==> config.mk <==
export PLATFORM = sky130hd
export DESIGN_NAME = json_string_unescape_decoder_top_flat
export DESIGN_NICKNAME = d
export VERILOG_FILES = /design/src/hdl/jsud_pkg.sv /design/src/hdl/jsud_if.sv /design/src/hdl/jsud_decode.sv /design/src/hdl/json_string_unescape_decoder_top.sv /design/src/flat_wrapper.sv
export SDC_FILE = /design/constraint.sdc
export NUM_CORES = 1
export LEC_CHECK = 0
export ABC_AREA = 1
export BUFFER_PORTS_ARGS = -buffer_cell sky130_fd_sc_hd__clkbuf_2
export CAP_MARGIN = 20
export CORE_MARGIN = 4
export CORE_UTILIZATION = 30
export DETAILED_ROUTE_END_ITERATION = 10
export PLACE_DENSITY = 0.53
export SLEW_MARGIN = 20
export SYNTH_ARGS = -nofsm -noshare
export SYNTH_HDL_FRONTEND = slang
export SYNTH_SLANG_ARGS = --single-unit
==> constraint.sdc <==
create_clock -name clk -period 1.94 [get_ports clk]
set_clock_uncertainty 0.1 [all_clocks]
set_input_delay 0.097 -clock clk [delete_from_list [all_inputs] [get_ports clk]]
set_output_delay 0.097 -clock clk [all_outputs]
set_load 0.02 [all_outputs]
==> src/hdl/jsud_pkg.sv <==
// ----------------------------------------------------------------------------
// JSON string unescape decoder - package
// Shared types, status codes, character constants and hex digit lookup.
// ----------------------------------------------------------------------------
`default_nettype none

package jsud_pkg;

  typedef logic [7:0] data8_t;

  typedef enum logic [1:0] {
    ST_BUSY = 2'd0,
    ST_DONE = 2'd1,
    ST_ERR  = 2'd2,
    ST_IDLE = 2'd3
  } status_t;

  typedef struct packed {
    logic [1:0] byte_count;
    data8_t     byte0;
    data8_t     byte1;
    data8_t     byte2;
    status_t    status;
  } result_t;

  localparam data8_t CH_QUOTE = 8'h22;
  localparam data8_t CH_BSLASH = 8'h5c;
  localparam data8_t CH_SLASH = 8'h2f;
  localparam data8_t CH_SPACE = 8'h20;
  localparam data8_t CH_R = 8'h72;
  localparam data8_t CH_N = 8'h6e;
  localparam data8_t CH_T = 8'h74;
  localparam data8_t CH_B = 8'h62;
  localparam data8_t CH_F = 8'h66;
  localparam data8_t CH_U = 8'h75;

  localparam data8_t CODE_CR = 8'h0d;
  localparam data8_t CODE_LF = 8'h0a;
  localparam data8_t CODE_TAB = 8'h09;
  localparam data8_t CODE_BS = 8'h08;
  localparam data8_t CODE_FF = 8'h0c;

  // bit 4 set: not a hex digit
  function automatic logic [4:0] hex_value(input data8_t c);
    logic [4:0] v;
    v = 5'h10;
    if (c >= 8'h30 && c <= 8'h39) begin
      v = {1'b0, c[3:0]};
    end else if ((c >= 8'h41 && c <= 8'h46) || (c >= 8'h61 && c <= 8'h66)) begin
      v = {1'b0, c[3:0] + 4'd9};
    end
    return v;
  endfunction

endpackage

`default_nettype wire

==> src/hdl/jsud_if.sv <==
// ----------------------------------------------------------------------------
// JSON string unescape decoder - channel interfaces
// Valid/ready channels for raw input bytes and decoded results.
// ----------------------------------------------------------------------------
`default_nettype none

interface jsud_in_if;
  logic               valid;
  logic               ready;
  jsud_pkg::data8_t   in_byte;
  logic               start_req;

  modport source (output valid, output in_byte, output start_req, input ready);
  modport sink   (input valid, input in_byte, input start_req, output ready);
endinterface

interface jsud_out_if;
  logic               valid;
  logic               ready;
  logic [1:0]         byte_count;
  jsud_pkg::data8_t   byte0;
  jsud_pkg::data8_t   byte1;
  jsud_pkg::data8_t   byte2;
  jsud_pkg::status_t  status;

  modport source (output valid, output byte_count, output byte0, output byte1,
                  output byte2, output status, input ready);
  modport sink   (input valid, input byte_count, input byte0, input byte1,
                  input byte2, input status, output ready);
endinterface

`default_nettype wire

==> src/hdl/jsud_decode.sv <==
// ----------------------------------------------------------------------------
// JSON string unescape decoder - decode core
// Mode, code point and hex count state plus the per-byte decode logic.
// ----------------------------------------------------------------------------
`default_nettype none

module jsud_decode (
  input  wire logic              clk,
  input  wire logic              rst_n,
  input  wire logic              step,
  input  wire jsud_pkg::data8_t  c,
  input  wire logic              start,
  output jsud_pkg::result_t      res
);
  import jsud_pkg::*;

  typedef enum logic [2:0] {
    MODE_IDLE = 3'd0,
    MODE_BODY = 3'd1,
    MODE_ESC  = 3'd2,
    MODE_HEX  = 3'd3,
    MODE_ERR  = 3'd4
  } mode_t;

  mode_t       mode_r, mode_nxt;
  logic [15:0] cp_r, cp_nxt;
  logic [1:0]  hex_cnt_r, hex_cnt_nxt;
  logic [4:0]  hv;
  logic [15:0] cp_shift;

  assign hv       = hex_value(c);
  assign cp_shift = {cp_r[11:0], hv[3:0]};

  always_comb begin
    mode_nxt    = mode_r;
    cp_nxt      = cp_r;
    hex_cnt_nxt = hex_cnt_r;
    res         = '{byte_count: 2'd0, byte0: 8'h00, byte1: 8'h00, byte2: 8'h00,
                    status: ST_BUSY};
    priority if (start) begin
      cp_nxt      = 16'h0000;
      hex_cnt_nxt = 2'd0;
      if (c == CH_QUOTE) begin
        mode_nxt = MODE_BODY;
      end else begin
        mode_nxt   = MODE_ERR;
        res.status = ST_ERR;
      end
    end else begin
      unique case (mode_r)
        MODE_IDLE: begin
          res.status = ST_IDLE;
        end
        MODE_BODY: begin
          priority if (c == CH_QUOTE) begin
            mode_nxt   = MODE_IDLE;
            res.status = ST_DONE;
          end else if (c == CH_BSLASH) begin
            mode_nxt = MODE_ESC;
          end else if (c < CH_SPACE) begin
            mode_nxt    = MODE_ERR;
            hex_cnt_nxt = 2'd0;
            res.status  = ST_ERR;
          end else begin
            res.byte_count = 2'd1;
            res.byte0      = c;
          end
        end
        MODE_ESC: begin
          mode_nxt       = MODE_BODY;
          res.byte_count = 2'd1;
          unique case (c)
            CH_R:      res.byte0 = CODE_CR;
            CH_N:      res.byte0 = CODE_LF;
            CH_T:      res.byte0 = CODE_TAB;
            CH_B:      res.byte0 = CODE_BS;
            CH_F:      res.byte0 = CODE_FF;
            CH_QUOTE,
            CH_BSLASH,
            CH_SLASH:  res.byte0 = c;
            CH_U: begin
              res.byte_count = 2'd0;
              mode_nxt       = MODE_HEX;
              cp_nxt         = 16'h0000;
              hex_cnt_nxt    = 2'd0;
            end
            default: begin
              res.byte_count = 2'd0;
              mode_nxt       = MODE_ERR;
              hex_cnt_nxt    = 2'd0;
              res.status     = ST_ERR;
            end
          endcase
        end
        MODE_HEX: begin
          if (hv[4]) begin
            mode_nxt    = MODE_ERR;
            hex_cnt_nxt = 2'd0;
            res.status  = ST_ERR;
          end else begin
            cp_nxt = cp_shift;
            if (hex_cnt_r == 2'd3) begin
              hex_cnt_nxt = 2'd0;
              mode_nxt    = MODE_BODY;
              // UTF-8 length from the completed code point
              priority if (cp_shift[15:7] == 9'd0) begin
                res.byte_count = 2'd1;
                res.byte0      = {1'b0, cp_shift[6:0]};
              end else if (cp_shift[15:11] == 5'd0) begin
                res.byte_count = 2'd2;
                res.byte0      = {3'b110, cp_shift[10:6]};
                res.byte1      = {2'b10, cp_shift[5:0]};
              end else begin
                res.byte_count = 2'd3;
                res.byte0      = {4'b1110, cp_shift[15:12]};
                res.byte1      = {2'b10, cp_shift[11:6]};
                res.byte2      = {2'b10, cp_shift[5:0]};
              end
            end else begin
              hex_cnt_nxt = hex_cnt_r + 2'd1;
            end
          end
        end
        default: begin
          mode_nxt   = MODE_ERR;
          res.status = ST_ERR;
        end
      endcase
    end
  end

  always_ff @(posedge clk) begin
    if (!rst_n) begin
      mode_r    <= MODE_IDLE;
      cp_r      <= 16'h0000;
      hex_cnt_r <= 2'd0;
    end else if (step) begin
      mode_r    <= mode_nxt;
      cp_r      <= cp_nxt;
      hex_cnt_r <= hex_cnt_nxt;
    end
  end

endmodule

`default_nettype wire

==> src/hdl/json_string_unescape_decoder_top.sv <==
// ----------------------------------------------------------------------------
// JSON string unescape decoder - top level
// Input register, per-byte decode, result register.
//
//   channel  dir  payload                                  handshake
//   in_if    in   in_byte[7:0], start_req                  valid/ready
//   out_if   out  byte_count[1:0], byte0..2[7:0], status   valid/ready
//
// One item per cycle sustained while the result side is not stalled; each item gives exactly one result.
// Items pass through the input register, then are decoded into the result register.
// The decode state advances only when an item moves into the result register.
// Reset (rst_n low, synchronous) empties both registers and returns to idle.
// A stalled result holds; the input register keeps taking items while the
// result register can drain in the same cycle.
// ----------------------------------------------------------------------------
`default_nettype none

module json_string_unescape_decoder_top (
  input  wire logic  clk,
  input  wire logic  rst_n,
  jsud_in_if.sink    in_if,
  jsud_out_if.source out_if
);
  import jsud_pkg::*;

  logic    s1_valid_r;
  data8_t  s1_byte_r;
  logic    s1_start_r;
  logic    out_valid_r;
  result_t out_res_r;
  result_t dec_res;
  logic    out_load;
  logic    in_take;

  assign out_load    = s1_valid_r && (!out_valid_r || out_if.ready);
  assign in_if.ready = !s1_valid_r || out_load;
  assign in_take     = in_if.valid && in_if.ready;

  jsud_decode u_decode (
    .clk   (clk),
    .rst_n (rst_n),
    .step  (out_load),
    .c     (s1_byte_r),
    .start (s1_start_r),
    .res   (dec_res)
  );

  always_ff @(posedge clk) begin
    if (!rst_n) begin
      s1_valid_r  <= 1'b0;
      out_valid_r <= 1'b0;
    end else begin
      if (in_if.ready) begin
        s1_valid_r <= in_if.valid;
      end
      if (out_load) begin
        out_valid_r <= 1'b1;
      end else if (out_if.ready) begin
        out_valid_r <= 1'b0;
      end
    end
  end

  always_ff @(posedge clk) begin
    if (in_take) begin
      s1_byte_r  <= in_if.in_byte;
      s1_start_r <= in_if.start_req;
    end
    if (out_load) begin
      out_res_r <= dec_res;
    end
  end

  assign out_if.valid      = out_valid_r;
  assign out_if.byte_count = out_res_r.byte_count;
  assign out_if.byte0      = out_res_r.byte0;
  assign out_if.byte1      = out_res_r.byte1;
  assign out_if.byte2      = out_res_r.byte2;
  assign out_if.status     = out_res_r.status;

endmodule

`default_nettype wire

==> src/flat_wrapper.sv <==
// flat-port wrapper written by rule: the top's interface ports become plain ports
module json_string_unescape_decoder_top_flat import jsud_pkg::*;
  (clk, rst_n, in_if_valid, in_if_in_byte, in_if_start_req, in_if_ready, out_if_valid, out_if_byte_count, out_if_byte0, out_if_byte1, out_if_byte2, out_if_status, out_if_ready);
  jsud_in_if in_if_i ();
  jsud_out_if out_if_i ();
  input  wire logic clk;
  input  wire logic rst_n;
  input wire logic [$bits(in_if_i.valid)-1:0] in_if_valid;
  input wire logic [$bits(in_if_i.in_byte)-1:0] in_if_in_byte;
  input wire logic [$bits(in_if_i.start_req)-1:0] in_if_start_req;
  output wire logic [$bits(in_if_i.ready)-1:0] in_if_ready;
  output wire logic [$bits(out_if_i.valid)-1:0] out_if_valid;
  output wire logic [$bits(out_if_i.byte_count)-1:0] out_if_byte_count;
  output wire logic [$bits(out_if_i.byte0)-1:0] out_if_byte0;
  output wire logic [$bits(out_if_i.byte1)-1:0] out_if_byte1;
  output wire logic [$bits(out_if_i.byte2)-1:0] out_if_byte2;
  output wire logic [$bits(out_if_i.status)-1:0] out_if_status;
  input wire logic [$bits(out_if_i.ready)-1:0] out_if_ready;
  assign in_if_i.valid = in_if_valid;
  assign in_if_i.in_byte = in_if_in_byte;
  assign in_if_i.start_req = in_if_start_req;
  assign in_if_ready = in_if_i.ready;
  assign out_if_valid = out_if_i.valid;
  assign out_if_byte_count = out_if_i.byte_count;
  assign out_if_byte0 = out_if_i.byte0;
  assign out_if_byte1 = out_if_i.byte1;
  assign out_if_byte2 = out_if_i.byte2;
  assign out_if_status = out_if_i.status;
  assign out_if_i.ready = out_if_ready;
  json_string_unescape_decoder_top u_core (.clk(clk), .rst_n(rst_n), .in_if(in_if_i), .out_if(out_if_i));
endmodule
==> impl_summary.txt, run 1 <==
----------------------------------------------------
[Outcome]
  Outcome ... finished, violations left
  Violated checks ... negative setup slack

[Power and ir drop]
  Sum of internal, switching and leakage power ... 2.51 mW
  VDD IR-drop max ... 0.271 mV
  LEAKAGE ... 1.96 nW
  Total power divided by cell area ... 559 mW/mm^2

[Timing]
  Final period utilization ... 1.04
  Fin Hold WS ... 0.120 ns
  Final critical delay including setup and external delays ... 2.01 ns
  Finish-stage setup viols ... 29
  Final count of pins violating max slew ... 0
  RSZ-0062 raised after global routing ... yes
  FMAX ... 0.497 GHz
  Setup slack of the critical path after layout ... -0.0724 ns
  Hold violation count in the final report ... 0
  Final-layout setup total negative slack ... -0.807 ns

[GRT]
  Number of global-route vias before repair ... 2832
  Number of antenna violations at the first check in global routing ... 0
  Pin count of the biggest net entering global routing ... 26
  Global router's overall resource usage ... 0.146
  Wire length of the first global-routing pass ... 13700 um
  Total global routing overflow ... 0

[Clock network]
  Number of H-tree levels ... 2
  Number of sinks handled by clock tree synthesis ... 54
  Worst-Skew Late Latency ... 0.32 ns
  Number of buffers created by CTS ... 5
  Clock tree from TritonCTS ... done
  Clock transition at the registers of the reported paths ... 0.11 ns
  Deepest clock path buffer count ... 2
  CTS root buffer ... sky130_fd_sc_hd__clkbuf_8

[Placed design]
  Area post-placement ... 0.00377 mm^2
  # placed instances ... 615
  Final weighted congestion in routability-driven placement ... 0.877
  Placement-stage worst setup slack ... -0.189 ns
  Sum of net half-perimeters after detailed placement ... 6280 um
  Port Buffer Count ... 40

[Critical path]
  Stage delay of the slowest cell on the critical path ... 0.48 ns
  Slowest stage cell on the critical path ... sky130_fd_sc_hd__edfxtp_1
  Type of origin of the critical path ... register
  Crit path required time ... 2.02 ns
  Most repeated library cell on the critical path ... sky130_fd_sc_hd__nand2_1
  Count of buffer and inverter cells on the critical path ... 2
  Cells traversed along the worst timing path ... inv_2 > buf_4 > o21ai_2 > nand2_2 > nand2_4 > nand2_1 > nand2_1 > nand3_1 > nand2_1 > nand2_1 > a21oi_2
  Worst setup EP type ... register
  Top cell family by delay on the critical path ... simple AND/OR/NAND/NOR gates
  Critical path class ... register to register
  Biggest fanout along the worst timing path ... 8
  Arrival time of the worst setup path ... 2.09 ns

[Synth]
  Share of the synthesized area in the top cell type ... 0.342
  Total of flip-flops plus latches after synthesis ... 54
  Share of synthesized area occupied by flip-flops and latches ... 0.466
  Most common library cells after synthesis ... 82 x sky130_fd_sc_hd__nor2_1, 81 x sky130_fd_sc_hd__nand2_1, 40 x sky130_fd_sc_hd__inv_1
  Top FF cell, synth ... sky130_fd_sc_hd__edfxtp_1
  Number of distinct library cells after synthesis ... 36
  Dominant cell type by area after synthesis ... sky130_fd_sc_hd__edfxtp_1
  Count of flip-flops with a built-in enable after synthesis ... 35
  Post-Syn Instances ... 398
  Async set or reset register ratio after synthesis ... 0
  Mapped cell area ... 0.00307 mm^2
  Count leader, synth ... sky130_fd_sc_hd__nor2_1
  Dominant cells by area after synthesis ... sky130_fd_sc_hd__edfxtp_1 34%, sky130_fd_sc_hd__dfxtp_1 12%, sky130_fd_sc_hd__nor2_1 10%
  Count of synthesis-stage warnings from yosys ... 0
  Syn avg cell area ... 7.71 um^2

[Drt]
  Wire per inst ... 13.7 um
  Number of design-rule violations left by the first detailed-router iteration ... 150
  1st-pass router iterations ... 4
  Routed via count ... 3034
  Total wire length after detailed routing ... 8930 um
  Antenna-violating nets left ... 0
  DR DRC count ... 0
  Detailed-route vias per instance ... 4.65

[Finish]
  Register area ... 0.00143 mm^2
  Synth-to-Final Area Change ... 46.3%
  Multi-input logic area ... 0.00174 mm^2
  Share of the core filled with cells in the final layout ... 0.455
  Number of antenna diodes ... 0
  Non-Filler Instances ... 652
  Count of nets after finishing ... 536
  Design Area, Final ... 0.00449 mm^2
  Count of filler cells inserted in the layout ... 962
  Fraction of layout instances using a drive strength above 1 ... 0.418

[Worst hold path]
  Class of the worst hold path ... primary input to register

[Job]
  Max_cap viols ... 0

[Floorplan]
  Die X ... 109 um
  Row Count ... 36
  Core area ... 0.00986 mm^2
  Die area ... 0.0119 mm^2
  I/O Pins ... 43
  Initial core utilization ... 0.311
  Die boundary height ... 109 um

----------------------------------------------------
-- cells by family (layout without fill, tap and decap cells) --
family	after synthesis	count (layout)	synth area share
other	1	2	0.00122
DFF	54	54	0.466
buffers and inverters	58	176	0.0823
adders and majority gates	5	5	0.0204
xor gates and xnor gates	1	1	0.00285
AOI/OAI and AO/OA	55	55	0.0966
and+or+nand+nor	224	226	0.330
-- worst register-to-register path, delay by kind of cell (launching register included) --
| family | cells | cell delay [ns] |
|---|---|---|
| buffers and inverters | 2 | 0.23 |
| AOI/OAI and AO/OA | 2 | 0.30 |
| and+or+nand+nor | 7 | 0.77 |
| DFF | 1 | 0.48 |
-- metal layers --
metal / track usage / share of wire
met1: 0.200 / 0.46
met2: 0.236 / 0.48
met3: 0.0201 / 0.046
met4: 0.0469 / 0.018
met5: 0 / 0
-- repair_timing --
| item | 4_1_cts | 5_1_grt |
|---|---|---|
| gates cloned | 0 | 3 |
| pin swaps | 12 | 32 |
| endpoints found under the hold margin | 11 | 0 |
| endpoints found under the setup margin | 39 | 41 |
| hold buffers | 11 | 0 |
| resized for setup | 28 | 86 |
| buffers inserted | 9 | 7 |
-- worst paths after layout --
kind                             from                       end  slack, ns  depth (start not counted)
min                             rst_n   u_core.u_decode.cp_r[6]       0.12                          3
max               u_core.s1_byte_r[3]    u_core.out_if.byte0[3]      -0.07                         11
min reg2reg  u_core.u_decode.cp_r[11]  u_core.u_decode.cp_r[11]       0.40                          2
max reg2reg       u_core.s1_byte_r[3]    u_core.out_if.byte0[3]      -0.07                         11
-- cells in the final DEF (no fill, tap or decap), drive strengths merged, types with 2 or more instances in the layout --
cell type	synthesis	routed
nor2	88	88
dfxtp	19	19
nand3	29	29
ha	5	5
inv	46	48
o21ai	27	27
clkbuf	4	45
clkinv	1	2
nor3	2	2
dlygate4sd3	0	11
edfxtp	35	35
conb	1	2
a21oi	21	21
nand2	94	96
buf	7	69
nand4	9	9
-- sequential cells by signal, indices dropped and copies added (netlist names) --
signal / flops
u_core.u_decode.cp_r: 12
u_core.out_if.byte0: 8
u_core.s1_byte_r: 8
u_core.out_if.byte1: 7
u_core.out_if.byte2: 7
u_core.u_decode.mode_r: 3
u_core.out_if.byte_count: 2
u_core.out_if.status: 2
u_core.u_decode.hex_cnt_r: 2
u_core.out_if.valid: 1
u_core.s1_start_r: 1
u_core.s1_valid_r: 1
-- report_power, final --
part / switching, mW / internal (mW)
Combinational: 0.311 / 0.205
Clock: 0.422 / 0.271
Sequential: 0.0302 / 1.27
Total: 0.763 / 1.75
-- area by class of cell --
cell class              instances  share of cell area
clock buffers                   5              0.0153
well taps                     133              0.0371
inverters                      47              0.0429
multi-input cells             289               0.389
repair inverters                1             0.00139
flip-flops and latches         54               0.319
repair buffers                120               0.190
clock inverters                 3             0.00641
Power figures use the tool's default switching activity.
==> run 2, diff against run 1 <==
--- a/config.mk
+++ b/config.mk
@@ -9,10 +9,11 @@
 export BUFFER_PORTS_ARGS = -buffer_cell sky130_fd_sc_hd__clkbuf_2
 export CAP_MARGIN = 20
 export CORE_MARGIN = 4
-export CORE_UTILIZATION = 30
+export CORE_UTILIZATION = 52
 export DETAILED_ROUTE_END_ITERATION = 10
-export PLACE_DENSITY = 0.53
+export PLACE_DENSITY = 0.8
 export SLEW_MARGIN = 20
 export SYNTH_ARGS = -nofsm -noshare
 export SYNTH_HDL_FRONTEND = slang
 export SYNTH_SLANG_ARGS = --single-unit
+export TNS_END_PERCENT = 10
==> impl_summary.txt, run 2 (synthesis gave the netlist of run 1 again) <==
----------------------------------------------------
[Clock network]
  Worst-Skew Late Latency ... 0.32 ns (about the same)
  Number of sinks handled by clock tree synthesis ... 54 (unchanged)
  Clock transition at the registers of the reported paths ... 0.11 ns (about the same)
  Number of H-tree levels ... 2 (unchanged)
  Deepest clock path buffer count ... 2 (unchanged)
  CTS root buffer ... sky130_fd_sc_hd__clkbuf_8 (unchanged)
  Number of buffers created by CTS ... 5 (unchanged)
  Clock tree from TritonCTS ... done (unchanged)

[Critical path]
  Most repeated library cell on the critical path ... sky130_fd_sc_hd__nand3_1 (was sky130_fd_sc_hd__nand2_1)
  Number of logic stages on the critical path including buffering ... 11 (unchanged)
  Stage delay of the slowest cell on the critical path ... 0.47 ns (was 0.48 ns)
  Worst setup EP type ... register (unchanged)
  Type of origin of the critical path ... register (unchanged)
  Capture point of the worst reg-to-reg path ... u_core.out_if.status[1] (was u_core.out_if.byte0[3])
  Count of buffer and inverter cells on the critical path ... 3 (was 2)
  Setup crit end ... u_core.out_if.status[1] (was u_core.out_if.byte0[3])
  Biggest fanout along the worst timing path ... 7 (was 8)
  Number of cell instances on the worst register-to-register path ... 11 (unchanged)
  Arrival time of the worst setup path ... 2.08 ns (was 2.09 ns)
  Startpoint of the worst setup timing path ... u_core.s1_byte_r[0] (was u_core.s1_byte_r[3])
  Top cell family by delay on the critical path ... simple AND/OR/NAND/NOR gates (unchanged)
  Worst R2R Start ... u_core.s1_byte_r[0] (was u_core.s1_byte_r[3])
  Slowest stage cell on the critical path ... sky130_fd_sc_hd__edfxtp_1 (unchanged)
  Crit path required time ... 1.91 ns (was 2.02 ns)
  Cells traversed along the worst timing path ... inv_2 > ha_4 > nand2_2 > nor2_4 > nand2_4 > nand3_1 > inv_1 > nand3_1 > nand3_1 > o21ai_0 > inv_1 (was inv_2 > buf_4 > o21ai_2 > nand2_2 > nand2_4 > nand2_1 > nand2_1 > nand3_1 > nand2_1 > nand2_1 > a21oi_2)
  Critical path class ... register to register (unchanged)
  Internal reg-to-reg setup slack ... -0.17 ns (was -0.07 ns)

[Power and ir drop]
  Switching pwr ... 0.743 mW (was 0.763 mW)
  VDD IR-drop max ... 0.421 mV (was 0.271 mV)
  Share of total power in combinational logic ... 0.192 (was 0.206)
  Share of total power consumed by net switching ... 0.302 (was 0.304)
  Total power divided by cell area ... 603 mW/mm^2 (was 559 mW/mm^2)
  Part of the power in registers ... 0.529 (was 0.518)
  Cell internal power dissipation ... 1.72 mW (was 1.75 mW)
  Clock group share of total power ... 0.279 (was 0.276)
  LEAKAGE ... 1.81 nW (was 1.96 nW)

[GRT]
  Number of global-route vias before repair ... 2957 (was 2832)
  Global router's overall resource usage ... 0.234 (was 0.146)
  Number of antenna violations at the first check in global routing ... 0 (unchanged)
  Wire length of the first global-routing pass ... 13700 um (about the same)
  Pin count of the biggest net entering global routing ... 29 (was 26)
  Total global routing overflow ... 0 (unchanged)

[Timing]
  RSZ-0062 raised after global routing ... yes (unchanged)
  Final critical delay including setup and external delays ... 2.11 ns (was 2.01 ns)
  Final-layout setup total negative slack ... -2.27 ns (was -0.807 ns)
  Finish-stage setup viols ... 37 (was 29)
  FMAX ... 0.474 GHz (was 0.497 GHz)
  Hold violation count in the final report ... 0 (unchanged)
  Final count of pins violating max slew ... 0 (unchanged)
  Final period utilization ... 1.09 (was 1.04)
  Setup slack of the critical path after layout ... -0.168 ns (was -0.0724 ns)

[Floorplan]
  Row Count ... 27 (was 36)
  Die X ... 84.8 um (was 109 um)
  I/O Pins ... 43 (unchanged)
  Initial core utilization ... 0.547 (was 0.311)
  Core area ... 0.00561 mm^2 (was 0.00986 mm^2)
  Die area ... 0.00720 mm^2 (was 0.0119 mm^2)
  Die boundary height ... 84.8 um (was 109 um)

[Outcome]
  Outcome ... finished, violations left (unchanged)
  Violated checks ... negative setup slack (unchanged)

[Finish]
  Register area ... 0.00143 mm^2 (unchanged)
  Count of nets after finishing ... 509 (was 536)
  Largest register FFs ... 12 (unchanged)
  Count of filler cells inserted in the layout ... 384 (was 962)
  Multi-input logic area ... 0.00161 mm^2 (was 0.00174 mm^2)
  Number of antenna diodes ... 0 (unchanged)
  Synth-to-Final Area Change ... 33.1% (was 46.3%)
  Share of the core filled with cells in the final layout ... 0.729 (was 0.455)
  Commonest cells after routing, fill and taps aside ... 70 x sky130_fd_sc_hd__nand2_1, 70 x sky130_fd_sc_hd__nor2_1, 40 x sky130_fd_sc_hd__clkbuf_2, 40 x sky130_fd_sc_hd__buf_4, 38 x sky130_fd_sc_hd__inv_1 (was 68 x sky130_fd_sc_hd__nor2_1, 65 x sky130_fd_sc_hd__nand2_1, 63 x sky130_fd_sc_hd__buf_4)
  Register bank with the most flops ... u_core.u_decode.cp_r (unchanged)
  Fraction of layout instances using a drive strength above 1 ... 0.337 (was 0.418)

[Drt]
  DR DRC count ... 0 (unchanged)
  Detailed-route vias per instance ... 5.68 (was 4.65)
  1st-pass router iterations ... 7 (was 4)
  Routed via count ... 3206 (was 3034)
  Antenna-violating nets left ... 0 (unchanged)
  Wire per inst ... 15.2 um (was 13.7 um)
  Total wire length after detailed routing ... 8600 um (was 8930 um)
  Number of design-rule violations left by the first detailed-router iteration ... 339 (was 150)

[Placed design]
  Port Buffer Count ... 40 (unchanged)
  Sum of net half-perimeters after detailed placement ... 5660 um (was 6280 um)
  Final weighted congestion in routability-driven placement ... 0.960 (was 0.877)

[Worst hold path]
  Cells on Worst Hold Path ... 3 (unchanged)
  Class of the worst hold path ... primary input to register (unchanged)

[Job]
  Max_cap viols ... 0 (unchanged)

----------------------------------------------------
==> run 2: changes by cell type in the layout (fill, tap and decap cells not counted), moves of 4 or more <==
cell,change
sky130_fd_sc_hd__inv_1,+4
sky130_fd_sc_hd__nand3_1,+5
sky130_fd_sc_hd__o21ai_2,-5
sky130_fd_sc_hd__nand2_1,+5
sky130_fd_sc_hd__buf_4,-23
sky130_fd_sc_hd__o21ai_0,+8
sky130_fd_sc_hd__buf_6,-4
==> run 2: cell type report <==
cell class,instances,area share
Multi-Input combinational cell,288,0.395
Sequential cell,54,0.350
Inverter,47,0.0444
Timing Repair Buffer,95,0.165
Clock buffer,5,0.0168
Clock inverter,3,0.00704
Tap cell,72,0.0220
==> run 2: power by group through the flow <==
stage / sequential, mW / clock, mW / combinational (mW)
after floorplan: 1.34 / 0 / 0.237
after global placement: 1.33 / 0 / 0.373
after detailed placement: 1.33 / 0 / 0.380
after CTS: 1.30 / 0.692 / 0.440
after global routing: 1.31 / 0.733 / 0.517
final: 1.30 / 0.688 / 0.473
==> run 2: worst min-delay path by stage <==
| stage | from | end | slack, ns |
|---|---|---|---|
| final | rst_n | u_core.u_decode.cp_r[1] | 0.07 |
| after global routing | rst_n | u_core.u_decode.cp_r[6] | 0.11 |
| after CTS | rst_n | u_core.u_decode.hex_cnt_r[0] | 0.05 |
| after detailed placement | in_if_in_byte[0] | u_core.s1_byte_r[0] | 0.18 |
| after global placement | in_if_in_byte[2] | u_core.s1_byte_r[2] | 0.17 |
| after floorplan | in_if_in_byte[0] | u_core.s1_byte_r[0] | 0.1 |
==> run 2: metal layers <==
metal / global-route usage / part of all wire / up-vias
met1: 0.303 / 0.39 / 1419
met2: 0.395 / 0.47 / 256
met5: 0 / 0 / -
met4: 0.0863 / 0.037 / 0
met3: 0.0398 / 0.11 / 40
li1: - / - / 1491
==> run 2: worst register-to-register path, stage by stage, from the launching register on <==
cell and delay (ns):
sky130_fd_sc_hd__edfxtp_1 0.47, sky130_fd_sc_hd__inv_2 0.16, sky130_fd_sc_hd__ha_4 0.16, sky130_fd_sc_hd__nand2_2 0.06
sky130_fd_sc_hd__nor2_4 0.17, sky130_fd_sc_hd__nand2_4 0.11, sky130_fd_sc_hd__nand3_1 0.12, sky130_fd_sc_hd__inv_1 0.06
sky130_fd_sc_hd__nand3_1 0.10, sky130_fd_sc_hd__nand3_1 0.08, sky130_fd_sc_hd__o21ai_0 0.17, sky130_fd_sc_hd__inv_1 0.11
==> run 2: metrics by stage <==
| stage | setup slack, ns | power [mW] | instance area, um^2 | hold slack, ns | cells |
|---|---|---|---|---|---|
| floorplan | 0.00957 | 1.58 | 3070 | 0.0959 | 399 |
| global placement | -0.115 | 1.70 | 3550 | 0.174 | 533 |
| detailed placement | -0.257 | 1.71 | 3550 | 0.176 | 533 |
| CTS | -0.0388 | 2.43 | 3990 | 0.0521 | 563 |
| global route | -0.263 | 2.56 | 4090 | 0.112 | 564 |
| finish | -0.168 | 2.47 | 4090 | 0.0746 | 564 |
==> run 2: what timing repair did <==
action / CTS / global route
endpoints found under the setup margin: 42 / 43
gates cloned: 1 / 0
setup buffers: 10 / 1
hold buffers: 11 / 0
endpoints found under the hold margin: 11 / 0
gates resized for setup: 40 / 28
pin swaps: 17 / 11
